===== src/sv/cdq_pkg.sv =====
`default_nettype none
// ----------------------------------------------------------------------------
// cdq_pkg
// shared types and constants of the circular deque unit
// ----------------------------------------------------------------------------
package cdq_pkg;

  localparam int DATA_W   = 32;
  localparam int CAP_W    = 7;
  localparam int FUNC_W   = 2;
  localparam int APB_AW   = 3;
  localparam int APB_DW   = 32;
  localparam int OUT_DW   = 80;

  localparam logic [CAP_W-1:0]  CAP_RESET = 7'd64;
  localparam logic [APB_AW-1:0] ADDR_CAPACITY = 3'd0;

  typedef enum logic [FUNC_W-1:0] {
    FUNC_PUSH_FRONT = 2'd0,
    FUNC_PUSH_REAR  = 2'd1,
    FUNC_POP_FRONT  = 2'd2,
    FUNC_POP_REAR   = 2'd3
  } func_t;

  typedef enum logic [2:0] {
    S_IDLE = 3'b001,
    S_READ = 3'b010,
    S_LOAD = 3'b100
  } state_t;

endpackage
`default_nettype wire


===== src/sv/cdq_store.sv =====
`default_nettype none
// ----------------------------------------------------------------------------
// cdq_store
// entry memory: one write port, two registered read ports
// ----------------------------------------------------------------------------
module cdq_store #(
  parameter int DEPTH = 64,
  parameter int AW    = 6
) (
  input  wire logic                       clk,
  input  wire logic                       we,
  input  wire logic [AW-1:0]              waddr,
  input  wire logic [cdq_pkg::DATA_W-1:0] wdata,
  input  wire logic                       re,
  input  wire logic [AW-1:0]              raddr_a,
  input  wire logic [AW-1:0]              raddr_b,
  output      logic [cdq_pkg::DATA_W-1:0] rdata_a,
  output      logic [cdq_pkg::DATA_W-1:0] rdata_b
);
  import cdq_pkg::*;

  logic [DATA_W-1:0] mem [DEPTH];

  always_ff @(posedge clk) begin
    if (we) begin
      mem[waddr] <= wdata;
    end
  end

  always_ff @(posedge clk) begin
    if (re) begin
      rdata_a <= mem[raddr_a];
      rdata_b <= mem[raddr_b];
    end
  end

endmodule
`default_nettype wire


===== src/sv/circular_deque_unit.sv =====
`default_nettype none
// ----------------------------------------------------------------------------
// circular_deque_unit
// double-ended queue in a circular entry memory with apb capacity register
// ----------------------------------------------------------------------------
// Each word on the input stream is one operation (tuser: push front, push
// rear, pop front, pop rear; tdata: value pushed). The indices, count and
// entry write are updated at the edge that accepts the word, the new front
// and rear entries are read from the two-port memory in the next cycle, and
// the result is loaded into the output register in the load state, which
// waits while an earlier result is unread; a new word is accepted only after
// that load, as the write-then-read sequence runs through the registered
// memory. The output register lets the next word be accepted while a result
// still waits on the master side. A push while full or a pop while empty
// leaves the queue unchanged and sets the ignored flag. Capacity 0 acts as 1,
// values above DEPTH act as DEPTH. The memory needs no clearing after reset.
// ----------------------------------------------------------------------------
module circular_deque_unit #(
  parameter int DEPTH = 64
) (
  input  wire logic                       clk,
  input  wire logic                       rst,
  // s_tdata: data[31:0]
  input  wire logic [cdq_pkg::DATA_W-1:0] s_tdata,
  // s_tuser: func[1:0]
  input  wire logic [cdq_pkg::FUNC_W-1:0] s_tuser,
  input  wire logic                       s_tvalid,
  output      logic                       s_tready,
  // m_tdata: front_value[31:0], rear_value[63:32], count[70:64],
  // is_empty[71], is_full[72], ignored[73], zero[79:74]
  output      logic [cdq_pkg::OUT_DW-1:0] m_tdata,
  output      logic                       m_tvalid,
  input  wire logic                       m_tready,
  input  wire logic                       psel,
  input  wire logic                       penable,
  input  wire logic                       pwrite,
  input  wire logic [cdq_pkg::APB_AW-1:0] paddr,
  input  wire logic [cdq_pkg::APB_DW-1:0] pwdata,
  output      logic [cdq_pkg::APB_DW-1:0] prdata,
  output      logic                       pready
);
  import cdq_pkg::*;

  localparam int IW = (DEPTH > 1) ? $clog2(DEPTH) : 1;
  localparam int XW = ((IW > CAP_W) ? IW : CAP_W) + 1;
  localparam logic [XW-1:0] DEPTH_X = XW'(DEPTH);

  state_t            state, state_next;
  logic [CAP_W-1:0]  capacity;
  logic [IW-1:0]     head, head_next;
  logic [IW-1:0]     tail, tail_next;
  logic [CAP_W-1:0]  held, held_next;
  logic              res_ignored;
  logic              res_full;
  logic [DATA_W-1:0] rd_front, rd_rear;
  logic              out_valid;
  logic [OUT_DW-1:0] out_data;

  logic              accept, out_take, load;
  logic [XW-1:0]     cap_x, held_x;
  logic              full_now, empty_now, ignored_now;
  logic              we;
  logic [IW-1:0]     waddr;
  func_t             func;

  function automatic logic [IW-1:0] step_fwd(logic [IW-1:0] idx, logic [XW-1:0] cap);
    logic [XW-1:0] nxt;
    nxt = XW'(idx) + XW'(1);
    return (nxt >= cap) ? '0 : nxt[IW-1:0];
  endfunction

  function automatic logic [IW-1:0] step_back(logic [IW-1:0] idx, logic [XW-1:0] cap);
    logic [XW-1:0] last;
    last = cap - XW'(1);
    return (idx == '0 || XW'(idx) >= cap) ? last[IW-1:0] : idx - IW'(1);
  endfunction

  // apb register
  assign pready = 1'b1;

  always_ff @(posedge clk) begin
    if (rst) begin
      capacity <= CAP_RESET;
    end else if (psel && penable && pwrite && paddr == ADDR_CAPACITY) begin
      capacity <= pwdata[CAP_W-1:0];
    end
  end

  always_comb begin
    prdata = '0;
    if (paddr == ADDR_CAPACITY) begin
      prdata = APB_DW'(capacity);
    end
  end

  // operation
  assign func      = func_t'(s_tuser);
  assign s_tready  = (state == S_IDLE) && !rst;
  assign accept    = s_tvalid && s_tready;
  assign out_take  = out_valid && m_tready;
  assign load      = (state == S_LOAD) && (!out_valid || m_tready);

  always_comb begin
    if (capacity == '0) begin
      cap_x = XW'(1);
    end else if (XW'(capacity) > DEPTH_X) begin
      cap_x = DEPTH_X;
    end else begin
      cap_x = XW'(capacity);
    end
  end

  assign held_x    = XW'(held);
  assign full_now  = held_x >= cap_x;
  assign empty_now = (held == '0);

  always_comb begin
    head_next   = head;
    tail_next   = tail;
    held_next   = held;
    ignored_now = 1'b0;
    we          = 1'b0;
    waddr       = head;
    case (func)
      FUNC_PUSH_FRONT, FUNC_PUSH_REAR: begin
        if (full_now) begin
          ignored_now = 1'b1;
        end else begin
          we        = 1'b1;
          held_next = held + CAP_W'(1);
          if (empty_now) begin
            head_next = '0;
            tail_next = '0;
            waddr     = '0;
          end else if (func == FUNC_PUSH_FRONT) begin
            head_next = step_back(head, cap_x);
            waddr     = head_next;
          end else begin
            tail_next = step_fwd(tail, cap_x);
            waddr     = tail_next;
          end
        end
      end
      FUNC_POP_FRONT, FUNC_POP_REAR: begin
        if (empty_now) begin
          ignored_now = 1'b1;
        end else begin
          held_next = held - CAP_W'(1);
          if (held_next == '0) begin
            head_next = '0;
            tail_next = '0;
          end else if (func == FUNC_POP_FRONT) begin
            head_next = step_fwd(head, cap_x);
          end else begin
            tail_next = step_back(tail, cap_x);
          end
        end
      end
      default: begin
        ignored_now = 1'b0;
      end
    endcase
  end

  always_comb begin
    state_next = state;
    case (state)
      S_IDLE:  if (accept) state_next = S_READ;
      S_READ:  state_next = S_LOAD;
      S_LOAD:  if (load) state_next = S_IDLE;
      default: state_next = S_IDLE;
    endcase
  end

  always_ff @(posedge clk) begin
    if (rst) begin
      state <= S_IDLE;
      head  <= '0;
      tail  <= '0;
      held  <= '0;
    end else begin
      state <= state_next;
      if (accept) begin
        head <= head_next;
        tail <= tail_next;
        held <= held_next;
      end
    end
  end

  always_ff @(posedge clk) begin
    if (accept) begin
      res_ignored <= ignored_now;
      res_full    <= XW'(held_next) >= cap_x;
    end
  end

  cdq_store #(
    .DEPTH (DEPTH),
    .AW    (IW)
  ) u_store (
    .clk     (clk),
    .we      (accept && we),
    .waddr   (waddr),
    .wdata   (s_tdata),
    .re      (state == S_READ),
    .raddr_a (head),
    .raddr_b (tail),
    .rdata_a (rd_front),
    .rdata_b (rd_rear)
  );

  // output register
  always_ff @(posedge clk) begin
    if (rst) begin
      out_valid <= 1'b0;
    end else if (load) begin
      out_valid <= 1'b1;
    end else if (out_take) begin
      out_valid <= 1'b0;
    end
  end

  always_ff @(posedge clk) begin
    if (load) begin
      out_data <= {6'd0, res_ignored, res_full, (held == '0), held,
                   (held == '0) ? '0 : rd_rear,
                   (held == '0) ? '0 : rd_front};
    end
  end

  assign m_tvalid = out_valid;
  assign m_tdata  = out_data;

  a_accept_reads : assert property (@(posedge clk) disable iff (rst)
    accept |=> state == S_READ)
    else $error("accepted word not followed by memory read");

  a_read_loads : assert property (@(posedge clk) disable iff (rst)
    state == S_READ |=> state == S_LOAD)
    else $error("memory read not followed by load");

  a_empty_indices : assert property (@(posedge clk) disable iff (rst)
    held == '0 |-> head == '0 && tail == '0)
    else $error("empty queue with indices off zero");

  a_empty_result : assert property (@(posedge clk) disable iff (rst)
    out_valid && out_data[71] |-> out_data[70:0] == '0)
    else $error("empty result with nonzero values or count");

  a_hold_output : assert property (@(posedge clk) disable iff (rst)
    state == S_LOAD && out_valid && !m_tready |=> state == S_LOAD)
    else $error("result dropped while output stalled");

endmodule
`default_nettype wire

===== config.mk =====
export PLATFORM = sky130hd
export DESIGN_NAME = circular_deque_unit
export DESIGN_NICKNAME = d
export VERILOG_FILES = /design/src/sv/cdq_pkg.sv /design/src/sv/cdq_store.sv /design/src/sv/circular_deque_unit.sv
export SDC_FILE = /design/constraint.sdc
export NUM_CORES = 2
export LEC_CHECK = 0
export CAP_MARGIN = 15
export CORE_AREA = 2 2 424 426
export CTS_CLUSTER_SIZE = 14
export DETAILED_ROUTE_END_ITERATION = 8
export DIE_AREA = 0 0 426 428
export DONT_BUFFER_PORTS = 1
export PLACE_DENSITY_LB_ADDON = 0.3
export SLEW_MARGIN = 30
export SYNTH_ARGS = -nofsm -noshare
export SYNTH_HDL_FRONTEND = slang
export SYNTH_HIERARCHICAL = 1
export SYNTH_SLANG_ARGS = --single-unit

===== constraint.sdc =====
create_clock -name clk -period 6.15 [get_ports clk]
set_input_delay 1.23 -clock clk [delete_from_list [all_inputs] [get_ports clk]]
set_output_delay 1.23 -clock clk [all_outputs]
set_load 0.02 [all_outputs]

==> results.toml <==
[global_routing]
grt_pass1_wl_microns = 420900
antenna_found_initial = 8
grt-ovfl-total = 0
grt_pass1_vias = 56950
grt_usage_pct = 32.89
grt_max_degree = 113

[yosys]
ys_types = 77
async_flop_share_pct = 0
synth-edff-count = 2188
ys_ff_latch = 2218
syn-cell-area_sq_um = 102600
synth-main-ff-cell = "edfxtp_1"
synth_cells = 5031
syn_area_per_cell_sq_um = 20.40
ys_seq_area_share_pct = 64.61
ys_warn_count = 6

[layout]
final_common_cell = "edfxtp_1"
final.fill_count = 11570
fin_area_sq_um = 113600
final_cell_mix = "edfxtp_1, mux4_2, clkbuf_16"
final_cells = 7618
seqCellArea_sq_um = 66340
drive_gt1_share_pct = 34.16
area_growth_pct = 10.69
multi_input_area_sq_um = 34820
fin_nets = 5211

[floorplan]
start_util_pct = 57.77
ioPinCount = 191
die_height_microns = 428
die_w_microns = 426
die_area_sq_um = 182300
num_rows = 155
core-area_sq_um = 177600

[drt]
drt-vias-per-instance = 7.498
routedWlPerCell_microns = 38.94
drc = 0
drt_iter0_drc = 8866
wl_microns = 296600
ant_nets = 0
vias = 57120
dr.pass1.iters = 6

[timing]
rsz0062_at_grt = "no"
drv_slew = 0
maxSlewHeadroom_pct = 27.69
whs_ns = 0.4306
fmax_mhz = 168.6
clock_skew_ns = 0.03676
worst_pin_slew_ns = 1.082
finalSetupTns_ns = 0
setup_viol = 0
final-hold-violation-count = 0
timing.final.crit_share_pct = 96.45
fin_crit_ns = 5.932

[worst_setup_path]
crit_fanout = 19
crit_required_ns = 6.64
critPathArrivalTime_ns = 6.42
crit_slowest_cell = "nor2_4"
path_cells = "or4_1 -> nor2_1 -> nor2_1 -> nor2_1 -> ha_1 -> nand2b_1 -> a211oi_1 -> o211a_1 -> nand2_1 -> or3_1 -> nor2b_1 -> a221o_1 -> nand2_1 -> nor2_4 -> buf_4"
worst-r2r-setup-slack_ns = 0.22
critPathLaunchType = "flip-flop"
crit_type = "reg2reg"
max_stage_delay_ns = 0.77
cp-end-kind = "flip-flop"
crit_top_cell = "nor2_1"

[clock_network]
cts_root_buf = "clkbuf_16"
cts_tree = "built"
clock-sinks = 2218
clock_latency_ns = 0.87
cts_made_buffers = 214
cts_buffer_depth = 3
cts_htree_levels = 4
clkTransAtPathRegs_ns = 0.06

[hold_path]
hp-class = "in2reg"

[placement]
post_dp_cell_area_sq_um = 106600
gp_congestion = 0.8991
hpwl_microns = 174700
port_buffers = 0
dp_cells = 7220

[run_status]
outcome = "finished clean"

[power]
power_mw = 33.29
leakagePower_nw = 33.41
vdd_ir_drop_max_mv = 0.2702
powerDensity_nw_per_um2 = 293.1

[job]
max-cap-violations = 0
## per-layer routing
metal	global-route usage [%]	wire length (microns)
met1	44.69	101700
met5	0	55
met3	10.13	41440
met2	50.23	139900
met4	13.28	13520
## path summary, 6_finish.rpt
kind	depth (start not counted)	start	endpoint
setup / recovery	15	capacity[2]$_SDFFE_PP0P_	u_store/mem[32][16]$_DFFE_PP_
hold / removal	1	rst	m_tvalid$_SDFFE_PP0P_
setup reg to reg	15	capacity[2]$_SDFFE_PP0P_	u_store/mem[32][16]$_DFFE_PP_
hold reg to reg	0	res_full$_DFFE_PP_	m_tdata[72]$_DFFE_PP_
## power breakdown
| group | internal (mW) | leakage, nW | switching, mW |
|---|---|---|---|
| combinational | 1.40 | 10.1 | 1.89 |
| sequential | 16.7 | 19.9 | 0.0728 |
| clock | 7.54 | 3.41 | 5.69 |
| total | 25.6 | 33.4 | 7.66 |
## Yosys cell counts, types with 18 or more instances
cell      instances  area share [%]
nand3_1          21            0.10
edfxtp_1       2188              64
and2_1           78            0.48
ha_1             50            0.61
o221ai_1         18            0.15
buf_4            87            0.64
o21ai_1          32            0.16
a211oi_1         25            0.18
nand2b_1         18            0.11
nor2b_1          29            0.18
dfxtp_1          30            0.59
inv_1            18           0.066
nor2_1          140            0.51
o21ai_0          40            0.20
o22ai_1          58            0.35
clkbuf_1        160            0.59
a22oi_1          87            0.64
a21oi_1          83            0.40
mux2_2           37            0.41
nand2_1         123            0.45
mux4_2         1124              25
buf_1            25           0.091
buf_2           124            0.60
mux2i_1         212             2.1
o211ai_1         32            0.23
## registers in the layout, indices dropped and copies added, names as in the netlist
name	flops
state	3
capacity	7
m_tvalid	1
u_store/rdata_b	32
res_ignored	1
m_tdata	74
held	7
tail	6
res_full	1
head	6
u_store/mem	2048
u_store/rdata_a	32
## cell families after synthesis
| group | after synthesis | synth area share (%) |
|---|---|---|
| flops | 2218 | 64.61 |
| mux | 1373 | 27.14 |
| simple gates | 476 | 2.266 |
| compound gates | 464 | 3.082 |
| buf+inv | 430 | 2.135 |
| fa+ha+maj | 50 | 0.6096 |
| xor+xnor | 18 | 0.1536 |
| other cells | 2 | 0.007318 |
## stage by stage
stage | utilization, % | setup slack, ns
after floorplan | - | 0.6650
after global placement | 59.95 | 0.4342
after detailed placement | 59.99 | 0.3718
after CTS | 63.91 | 0.3498
after global routing | 63.95 | 0.005488
final | 63.95 | 0.2183
## timing repair
item | 4_1_cts | 5_1_grt
endpoints found under the setup margin | 0 | 45
resized for setup | 0 | 1
hold buffers | 0 | 0
buffers inserted | 0 | 1
## final cells by class
type,instances,share of cell area (%)
sequential,2218,58.40
multi-input combinational,2413,30.65
clock buffer,267,5.008
tap,2355,2.594
timing repair buffer,216,2.144
clock inverter,125,1.125
inverter,22,0.07710
antenna,2,0.004406
## critical path: cells and delay by family (launching register included)
kind	cells	cell delay (ns)
buffers and inverters	1	0.61
adders and majority gates	1	0.34
and+or+nand+nor	10	3.21
DFF	1	0.37
AOI/OAI and AO/OA	3	0.98
(Power assumes the default switching activity.)
